**config.mk**
```make
export PLATFORM = sky130hd
export DESIGN_NAME = nearest_color_window_classifier_unit
export DESIGN_NICKNAME = d
export VERILOG_FILES = /design/src/design/ncw_pkg.sv /design/src/design/nearest_color_window_classifier_unit.sv /design/src/design/ncw_cell.sv
export SDC_FILE = /design/constraint.sdc
export NUM_CORES = 2
export LEC_CHECK = 0
export CAP_MARGIN = 40
export CELL_PAD_IN_SITES_DETAIL_PLACEMENT = 0
export CELL_PAD_IN_SITES_GLOBAL_PLACEMENT = 1
export CORE_MARGIN = 5
export CORE_UTILIZATION = 35
export DETAILED_ROUTE_END_ITERATION = 6
export DONT_BUFFER_PORTS = 1
export PLACE_DENSITY = 0.59
export SLEW_MARGIN = 10
export SYNTH_ARGS = -nofsm -noshare
export SYNTH_HDL_FRONTEND = slang
export SYNTH_SLANG_ARGS = --single-unit
```
**constraint.sdc**
```tcl
create_clock -name clk -period 6.8 [get_ports clk]
set_input_delay 0.68 -clock clk [delete_from_list [all_inputs] [get_ports clk]]
set_output_delay 0.68 -clock clk [all_outputs]
set_load 0.1 [all_outputs]
```
**src/design/ncw_pkg.sv**
```systemverilog
// ----------------------------------------------------------------------------
// ncw_pkg - shared types and constants for the nearest color classifier
// Pixel and result item layouts, the color entry layout, register indexes and
// the per-channel window and distance helpers used by every cell.
// ----------------------------------------------------------------------------
package ncw_pkg;

  // table size and field widths
  localparam int NUM_COLORS_DEF = 7;
  localparam int IDX_W          = 3;
  localparam int CFG_DATA_W     = 48;
  localparam int ERR_W          = 10;

  // error ceiling: every qualifying color lies below it (max error is 765)
  localparam logic [ERR_W-1:0] ERR_CEILING = 10'd1000;

  // register indexes
  localparam logic [IDX_W-1:0] REG_COLOR_COUNT  = 3'd0;
  localparam logic [IDX_W-1:0] REG_COLOR_ENTRY0 = 3'd1;

  // input item
  typedef struct packed {
    logic [7:0] red;
    logic [7:0] green;
    logic [7:0] blue;
  } pix_t;

  // result item
  typedef struct packed {
    logic             matched;
    logic [IDX_W-1:0] color_index;
  } res_t;

  // one reference color, bytes high to low
  typedef struct packed {
    logic [7:0] red_mean;
    logic [7:0] red_spread;
    logic [7:0] green_mean;
    logic [7:0] green_spread;
    logic [7:0] blue_mean;
    logic [7:0] blue_spread;
  } entry_t;

  // configuration write as seen by each cell
  typedef struct packed {
    logic                  we;
    logic [IDX_W-1:0]      index;
    logic [CFG_DATA_W-1:0] data;
  } cfg_wr_t;

  // item moving down the chain with the best match so far
  typedef struct packed {
    logic             valid;
    pix_t             pix;
    logic             found;
    logic [IDX_W-1:0] idx;
    logic [ERR_W-1:0] best_err;
  } flit_t;

  // strict window test: mean - 2*spread < x < mean + 2*spread
  function automatic logic chan_ok(input logic [7:0] x, input logic [7:0] u,
                                   input logic [7:0] s);
    logic [9:0] x_w;
    logic [9:0] u_w;
    logic [9:0] s2_w;
    x_w  = {2'b00, x};
    u_w  = {2'b00, u};
    s2_w = {1'b0, s, 1'b0};
    return ((x_w + s2_w) > u_w) && (x_w < (u_w + s2_w));
  endfunction

  // absolute channel difference
  function automatic logic [7:0] abs_diff(input logic [7:0] x, input logic [7:0] u);
    return (u >= x) ? (u - x) : (x - u);
  endfunction

endpackage

```
**src/design/nearest_color_window_classifier_unit.sv**
```systemverilog
// ----------------------------------------------------------------------------
// nearest_color_window_classifier_unit - nearest reference color classifier
// A pixel is tested against up to NUM_COLORS reference colors, each with a
// strict per-channel window of two spreads around its mean; the closest
// qualifying color by manhattan distance wins, the lower index on ties.
//
// Usage:
//   input channel: in_data carries red, green, blue; an item is taken at a
//     clock edge with start high and busy low. busy is always low, so one
//     pixel can be taken every cycle.
//   result channel: out_valid strobes for one cycle with out_data (matched,
//     color_index); color_index is 0 when nothing matched.
//   chain: an item passes one register in each cell of the chain; throughput
//     is one item per cycle.
//   configuration: cfg_we, cfg_index, cfg_wdata; index 0 is the color count,
//     indexes 1 to 7 the color entries; write only while the chain is empty.
//   reset: synchronous, clears the count, the entries and all items in flight.
//   the receiver cannot stall; every result is shown for exactly one cycle.
// ----------------------------------------------------------------------------
module nearest_color_window_classifier_unit #(
  parameter int NUM_COLORS = ncw_pkg::NUM_COLORS_DEF
) (
  input  logic                           clk,
  input  logic                           rst_n,
  // input items
  input  logic                           start,
  output logic                           busy,
  input  ncw_pkg::pix_t                  in_data,
  // result items
  output logic                           out_valid,
  output ncw_pkg::res_t                  out_data,
  // configuration writes
  input  logic                           cfg_we,
  input  logic [ncw_pkg::IDX_W-1:0]      cfg_index,
  input  logic [ncw_pkg::CFG_DATA_W-1:0] cfg_wdata
);

  localparam logic [ncw_pkg::IDX_W-1:0] COUNT_MAX = ncw_pkg::IDX_W'(NUM_COLORS);

  logic [ncw_pkg::IDX_W-1:0] count_r;
  logic [ncw_pkg::IDX_W-1:0] count_sat;
  ncw_pkg::cfg_wr_t          cfg;
  ncw_pkg::flit_t            chain [0:NUM_COLORS];
  ncw_pkg::flit_t            last;

  // never holds off input items
  assign busy = 1'b0;

  // configuration bundle
  assign cfg.we    = cfg_we;
  assign cfg.index = cfg_index;
  assign cfg.data  = cfg_wdata;

  // color count register, saturated to the table size
  always_ff @(posedge clk) begin
    if (!rst_n) begin
      count_r <= '0;
    end else if (cfg_we && cfg_index == ncw_pkg::REG_COLOR_COUNT) begin
      count_r <= cfg_wdata[ncw_pkg::IDX_W-1:0];
    end
  end

  assign count_sat = (count_r > COUNT_MAX) ? COUNT_MAX : count_r;

  // chain head: new item with no match yet
  always_comb begin
    chain[0].valid    = start && !busy;
    chain[0].pix      = in_data;
    chain[0].found    = 1'b0;
    chain[0].idx      = '0;
    chain[0].best_err = ncw_pkg::ERR_CEILING;
  end

  // row of color cells
  for (genvar k = 0; k < NUM_COLORS; k++) begin : g_cell
    ncw_cell #(
      .CELL_INDEX(k)
    ) u_cell (
      .clk      (clk),
      .rst_n    (rst_n),
      .cfg      (cfg),
      .count    (count_sat),
      .flit_in  (chain[k]),
      .flit_out (chain[k+1])
    );
  end

  // result from the last cell register
  assign last                 = chain[NUM_COLORS];
  assign out_valid            = last.valid;
  assign out_data.matched     = last.found;
  assign out_data.color_index = last.found ? last.idx : '0;

  // items advance one cell per cycle, none lost or invented
  for (genvar k = 0; k < NUM_COLORS; k++) begin : g_chk
    a_advance: assert property (@(posedge clk) disable iff (!rst_n)
      $past(rst_n) |-> chain[k+1].valid == $past(chain[k].valid))
      else $error("chain item lost or invented");
  end

  // a winning color always lies in the table
  a_idx_range: assert property (@(posedge clk) disable iff (!rst_n)
    (out_valid && out_data.matched) |-> out_data.color_index < COUNT_MAX)
    else $error("winning index beyond table");

  // a match carries a real distance, below the ceiling
  a_err_range: assert property (@(posedge clk) disable iff (!rst_n)
    (out_valid && last.found) |-> last.best_err <= 10'd765)
    else $error("match with impossible distance");

  // no match leaves the ceiling untouched
  a_nomatch: assert property (@(posedge clk) disable iff (!rst_n)
    (out_valid && !last.found) |-> last.best_err == ncw_pkg::ERR_CEILING)
    else $error("distance changed without a match");

endmodule

```
**src/design/ncw_cell.sv**
```systemverilog
// ----------------------------------------------------------------------------
// ncw_cell - one reference color of the classifier chain
// Holds one color entry, tests the passing pixel against its windows and
// takes over the running best match when its distance is strictly smaller.
// ----------------------------------------------------------------------------
module ncw_cell #(
  parameter int CELL_INDEX = 0
) (
  input  logic                      clk,
  input  logic                      rst_n,
  input  ncw_pkg::cfg_wr_t          cfg,
  input  logic [ncw_pkg::IDX_W-1:0] count,
  input  ncw_pkg::flit_t            flit_in,
  output ncw_pkg::flit_t            flit_out
);

  localparam logic [ncw_pkg::IDX_W-1:0] MY_IDX = ncw_pkg::IDX_W'(CELL_INDEX);
  localparam logic [ncw_pkg::IDX_W-1:0] MY_REG =
    ncw_pkg::IDX_W'(ncw_pkg::REG_COLOR_ENTRY0 + ncw_pkg::IDX_W'(CELL_INDEX));

  ncw_pkg::entry_t           entry_r;
  ncw_pkg::flit_t            flit_r;
  ncw_pkg::flit_t            flit_nxt;
  logic                      enabled;
  logic                      in_win;
  logic [ncw_pkg::ERR_W-1:0] err;
  logic                      better;

  // color entry register
  always_ff @(posedge clk) begin
    if (!rst_n) begin
      entry_r <= '0;
    end else if (cfg.we && cfg.index == MY_REG) begin
      entry_r <= ncw_pkg::entry_t'(cfg.data);
    end
  end

  // window test and manhattan distance
  always_comb begin
    enabled = MY_IDX < count;
    in_win  = ncw_pkg::chan_ok(flit_in.pix.red,   entry_r.red_mean,   entry_r.red_spread)
           && ncw_pkg::chan_ok(flit_in.pix.green, entry_r.green_mean, entry_r.green_spread)
           && ncw_pkg::chan_ok(flit_in.pix.blue,  entry_r.blue_mean,  entry_r.blue_spread);
    err = ncw_pkg::ERR_W'(ncw_pkg::abs_diff(flit_in.pix.red,   entry_r.red_mean))
        + ncw_pkg::ERR_W'(ncw_pkg::abs_diff(flit_in.pix.green, entry_r.green_mean))
        + ncw_pkg::ERR_W'(ncw_pkg::abs_diff(flit_in.pix.blue,  entry_r.blue_mean));
    better = enabled && in_win && (err < flit_in.best_err);
  end

  // best match update
  always_comb begin
    flit_nxt = flit_in;
    if (better) begin
      flit_nxt.found    = 1'b1;
      flit_nxt.idx      = MY_IDX;
      flit_nxt.best_err = err;
    end
  end

  // stage register, only valid is reset
  always_ff @(posedge clk) begin
    if (!rst_n) begin
      flit_r.valid <= 1'b0;
    end else begin
      flit_r.valid <= flit_nxt.valid;
    end
    flit_r.pix      <= flit_nxt.pix;
    flit_r.found    <= flit_nxt.found;
    flit_r.idx      <= flit_nxt.idx;
    flit_r.best_err <= flit_nxt.best_err;
  end

  assign flit_out = flit_r;

endmodule
```
=== Word level (Yosys, flattened, before mapping) ===
Cells that the tools add are included.
W data, S select, Z words.

* Flip-flop bits (word level): 578
* Input bits: 79
* Output and inout port bits: 6
* Word-level logic and storage cells: 358

* $add $sub $neg: 98
* $lt $le $gt $ge: 78
* Eq/ne operators: 7
* Multiplexer cells: 29
* Reduce and logical (&&, ||, !) cells: 58

{| class="wikitable"
|+ Operators by type and width
! kind !! number
|-
| $add A8 B9 Y10 || 42
|-
| $sub A8 B8 Y8 || 42
|-
| $gt A10 B8 Y1 || 21
|-
| $lt A8 B10 Y1 || 21
|-
| $ge A8 B8 Y1 || 21
|-
| $mux W8 || 21
|-
| $add A10 B8 Y10 || 7
|-
| $add A8 B8 Y9 || 7
|-
| $lt A10 B10 Y1 || 6
|-
| $logic_and A1 B1 Y1 || 57
|-
| $mux W10 || 5
|-
| $mux W14 || 1
|-
| $eq A3 B3 Y1 const B || 4
|-
| $lt A10 B10 Y1 const B || 1
|-
| $lt A3 B3 Y1 const A || 3
|-
| $eq A3 B2 Y1 const B || 2
|-
| $lt A1 B3 Y1 const A || 2
|-
| $lt A2 B3 Y1 const A || 2
|-
| $mux W3 || 2
|-
| $eq A3 B1 Y1 const B || 1
|-
| $gt A3 B3 Y1 const B || 1
|-
| $logic_not A3 Y1 || 1
|}

=== Depth between registers and ports, before layout ===
* Depth after elaboration: 8
* Depth in mapped cells: 32
* Depth with buffers taken out: 31

=== Hierarchy ===
From an unflattened synthesis, not the netlist that was laid out.

* Cell total of the unflattened synthesis: 6504
* Area total of the unflattened synthesis: 55129.1 µm²

{| class="wikitable"
|+ By module, submodules not included
! module !! times used !! cells an instance !! area each (µm²) !! sequential area each (µm²)
|-
| ncw_cell at g_cell[4].u_cell ... || 2 || 929 || 7825.0 || 1741.7
|-
| ncw_cell at g_cell[5].u_cell || 1 || 933 || 7976.4 || 1741.7
|-
| ncw_cell at g_cell[2].u_cell || 1 || 925 || 7885.1 || 1741.7
|-
| ncw_cell at g_cell[0].u_cell || 1 || 921 || 7826.3 || 1741.7
|-
| ncw_cell at g_cell[3].u_cell || 1 || 925 || 7811.2 || 1741.7
|-
| ncw_cell at g_cell[1].u_cell || 1 || 920 || 7798.7 || 1741.7
|-
| nearest_color_window_classifier_unit || 1 || 22 || 181.4 || 60.1
|}

=== Worst setup path before layout ===
No wires, ideal clock.

* Path kind: register -> register
* Start point: register g_cell[4].u_cell.flit_r, in the netlist g_cell[4].u_cell.flit_out[31]
* End point: register g_cell[5].u_cell.flit_r, in the netlist g_cell[5].u_cell.flit_out[3]
* Library setup time: 0.121 ns
* Arrival: 6.284 ns
* Required time: 6.679 ns
* Slack: 0.396 ns
* Stages on the path, launching flop included: 29
* Buffers on the path: 3
* Period minus slack after synthesis: 6.404 ns
* Path through: dfxtp_1 > inv_1 > fa_1 > a21o_1 > a2111oi_0 > o21ai_0 > clkbuf_1 > o21ai_0 > inv_1 > fa_1 > nor2b_1 > o21ai_0 > a21boi_0 > o21a_1 > nor2_1 > xnor2_1 > ha_1 > nand2_1 > o21ai_0 > xor2_1 > ha_1 > a21o_1 > a31oi_1 > a2bb2oi_1 > nand4_1 > nor4bb_1 > clkbuf_1 > buf_2 > mux2_2

{| class="wikitable"
|+ RTL lines
! what !! line !! RTL
|-
| start: declaration || ncw_cell.sv:22 || <nowiki>ncw_pkg::flit_t flit_r;</nowiki>
|-
| end: declaration || ncw_cell.sv:22 ||
|}

==> results.md <==
* Status: complete, no violations
* Worst EP arrival at 6.92 ns
* CP Data Required Time at 7.36 ns
* Vias at 45020
* Layout cells sized above 1 at 6.395%
* Initial core utilization at 35.11%
* Final min period at 6.363 ns
* Crit start category: register
* Full die area at 164200 um^2
* Overall Global Routing Usage at 20.13%
* CP delay by family, top: compound AO/OA/AOI/OAI gates
* Final wirelength at 168300 um
* H-tree Lvls at 3
* Cell taking the most area after synthesis: ha_1
* Post-route ant nets at 0
* Drt pass-1 iters at 6
* Unrepaired setup endpoints after global routing: true
* # nets final at 7875
* Synth cell types at 95
* Clk sink count at 571
* CTS tree: done
* Gpl congestion at 0.8715
* Antenna violations before repair at 7
* Seq/Total Area, Yosys at 20.91%
* Mapped Area at 54650 um^2
* I/O pin count at 85
* Clock transition at the registers of the reported paths at 0.07 ns
* Clock root cell: clkbuf_16
* Cell count after placement at 8579
* Area added between synthesis and finish at 10.81%
* Total power draw at 12.29 mW
* CTS buffer count at 78
* Power per standard cell area at 202.9 nW/um^2
* Max-slew violations at 0
* Fillcell total at 16040
* Largest net degree at the start of global routing at 347
* Endpoints failing setup at 0
* Worst Setup End Kind: register
* Syn Inst Count at 6595
* Die Wd at 405.2 um
* Top-area cell type share of the netlist area at 24.47%
* Crit Path Category: register to register
* Synthesized area per cell at 8.287 um^2
* Routed length per instance at 19.23 um
* Final worst-path cycle share at 93.57%
* Async SR Flop Fraction at 0%
* Initial DRC Count at 1954
* Maximum VDD drop at 0.0002429 V
* Slowest cell on crit path: a2111o_1
* GRT overflow at 0
* Post-synth EDFFs at 0
* Max Fclk at 0.1572 GHz
* Row count at 145
* Fin cells at 8753
* Drt drc at 0
* Worst path max stage delay at 0.47 ns
* Port bufs at 0
* Lkg Pwr at 26.97 nW
* Clock Tree Buf Depth at 3
* Synth top cells by count: 1069 x ha_1, 873 x nand2_1, 691 x inv_1, 571 x dfxtp_1, 449 x a21oi_1
* Final Hold Vio Count at 0
* Fin Hold WS at 0.1435 ns
* Slew of the pin with the lowest slew margin at 1.067 ns
* Crit-path max FO at 13
* Global-route wire length before repair at 259000 um
* Core box area at 155700 um^2
* Clk_skew at 0.02513 ns
* Max-cap viol count at 0
* Vias in the first global route at 44830
* Vias per cell at 5.144
* Post-synth top flop: dfxtp_1
* Detailed Place HPWL at 135100 um
* Slew headroom at 28.90%
* Clk_lat worst skew at 0.68 ns
* CP bufs+invs at 3
* Synth Warn # at 0
* Most numerous cell in the Yosys netlist: ha_1
* Synth top area cells: ha_1 24%, dfxtp_1 21%, nand2_1 6.0%
* Flops & latches, synth at 571
* Post-synthesis net count at 7841
* Hold Crit Class: primary input to register
* Chip Height at 405.2 um
==> area by class of cell <==
type | count | area (um^2) | area share (%)
flip-flops and latches | 571 | 11430 | 18.88
multi-input cells | 5175 | 40210 | 66.40
clock buffers | 105 | 2265 | 3.739
inverters | 691 | 2594 | 4.283
well taps | 2058 | 2575 | 4.252
repair buffers | 112 | 939.7 | 1.552
clock inverters | 39 | 536.8 | 0.8863
diodes | 2 | 5.005 | 0.008264
==> cell families (layout without fill, tap and decap cells) <==
| group | after synthesis | after routing | synth area share (%) |
|---|---|---|---|
| AO/OA/AOI/OAI | 1825 | 1825 | 22.37 |
| XOR/XNOR | 378 | 378 | 6.057 |
| adder cells (fa/ha/maj) | 1167 | 1167 | 28.06 |
| buffers and inverters | 849 | 947 | 5.888 |
| flip-flops | 571 | 571 | 20.91 |
| multiplexers | 161 | 161 | 3.164 |
| other | 1 | 3 | 0.006861 |
| AND/OR/NAND/NOR | 1643 | 1643 | 13.54 |
==> layout by cell type, fill, tap and decap left out, types with 100 or more instances in the layout <==
master and n:
xor2_1 114, o21ai_0 264, nor2b_1 100, a21boi_0 351, xnor2_1 263, inv_1 691, ha_1 1069, a21o_1 158
nor2_1 256, a21oi_1 448, dfxtp_1 568, nand2_1 871
==> metal layers <==
metal	share of wire [%]	global-route usage, %	vias up	routed length (um)
met3	2.9	2.102	198	4881
li1	-	-	23140	-
met2	47	35.09	579	79460
met5	0	0	-	0
met1	47	25.92	21100	78340
met4	3.3	6.783	0	5618
==> state kept, by name, summed over array words and instances, names as in the netlist <==
register and flops:
count_r 3, g_cell.u_cell.flit_out 232, g_cell.u_cell.entry_r 336
==> worst paths after layout <==
check                                                      startpoint                                       end  slack, ns  cells past startpoint
worst min-delay path                                     cfg_wdata[8]  g_cell[6].u_cell.entry_r[8]$_SDFFE_PN0P_       0.14                      2
worst max register to register  g_cell[1].u_cell.flit_out[23]$_DFF_P_      g_cell[2].u_cell.flit_out[2]$_DFF_P_       0.44                     26
worst min register to register  g_cell[1].u_cell.flit_out[30]$_DFF_P_     g_cell[2].u_cell.flit_out[30]$_DFF_P_       0.37                      0
worst max-delay path            g_cell[1].u_cell.flit_out[23]$_DFF_P_      g_cell[2].u_cell.flit_out[2]$_DFF_P_       0.44                     26
==> power by group <==
group / switching, mW / internal [mW] / leakage, nW / total [mW]
logic: 2.38 / 1.85 / 20.9 / 4.23
clock network: 1.75 / 2.73 / 1.36 / 4.48
registers: 0.140 / 3.44 / 4.67 / 3.58
==> stage by stage <==
step | setup TNS (ns) | setup slack, ns | instance area (um^2) | utilization [%]
after floorplan | 0 | 0.3955 | 54650 | -
after global placement | 0 | 0.1222 | 57260 | 36.79
after detailed placement | 0 | 0.05309 | 57370 | 36.85
after CTS | 0 | 0.01382 | 60410 | 38.81
after global routing | -0.2034 | -0.03422 | 60560 | 38.90
final | 0 | 0.4373 | 60560 | 38.91
==> worst register-to-register path: stages, from the launching register on <==
cell	delay (ns)
dfxtp_1	0.41
inv_1	0.13
fa_1	0.46
a21o_1	0.19
a2111o_1	0.47
a31oi_4	0.30
nor2_1	0.07
a21oi_1	0.20
inv_1	0.09
fa_1	0.47
nor2b_1	0.11
o21ai_0	0.11
a21boi_0	0.24
o21ai_0	0.11
nand2b_1	0.14
xor2_2	0.25
ha_1	0.33
a21oi_1	0.13
o21ai_0	0.13
a21oi_1	0.17
nor2_1	0.07
ha_1	0.21
a21o_1	0.17
a2111o_1	0.39
a2111oi_2	0.28
buf_4	0.27
mux2_2	0.37
==> repair_timing <==
item                                    in CTS  in global routing
hold buffers                                24                  0
gates resized for setup                      0                 45
buffers inserted                             0                  4
endpoints found under the setup margin       0                 63
hold endpoints to repair                    24                  0
Power figures use the tool's default switching activity.
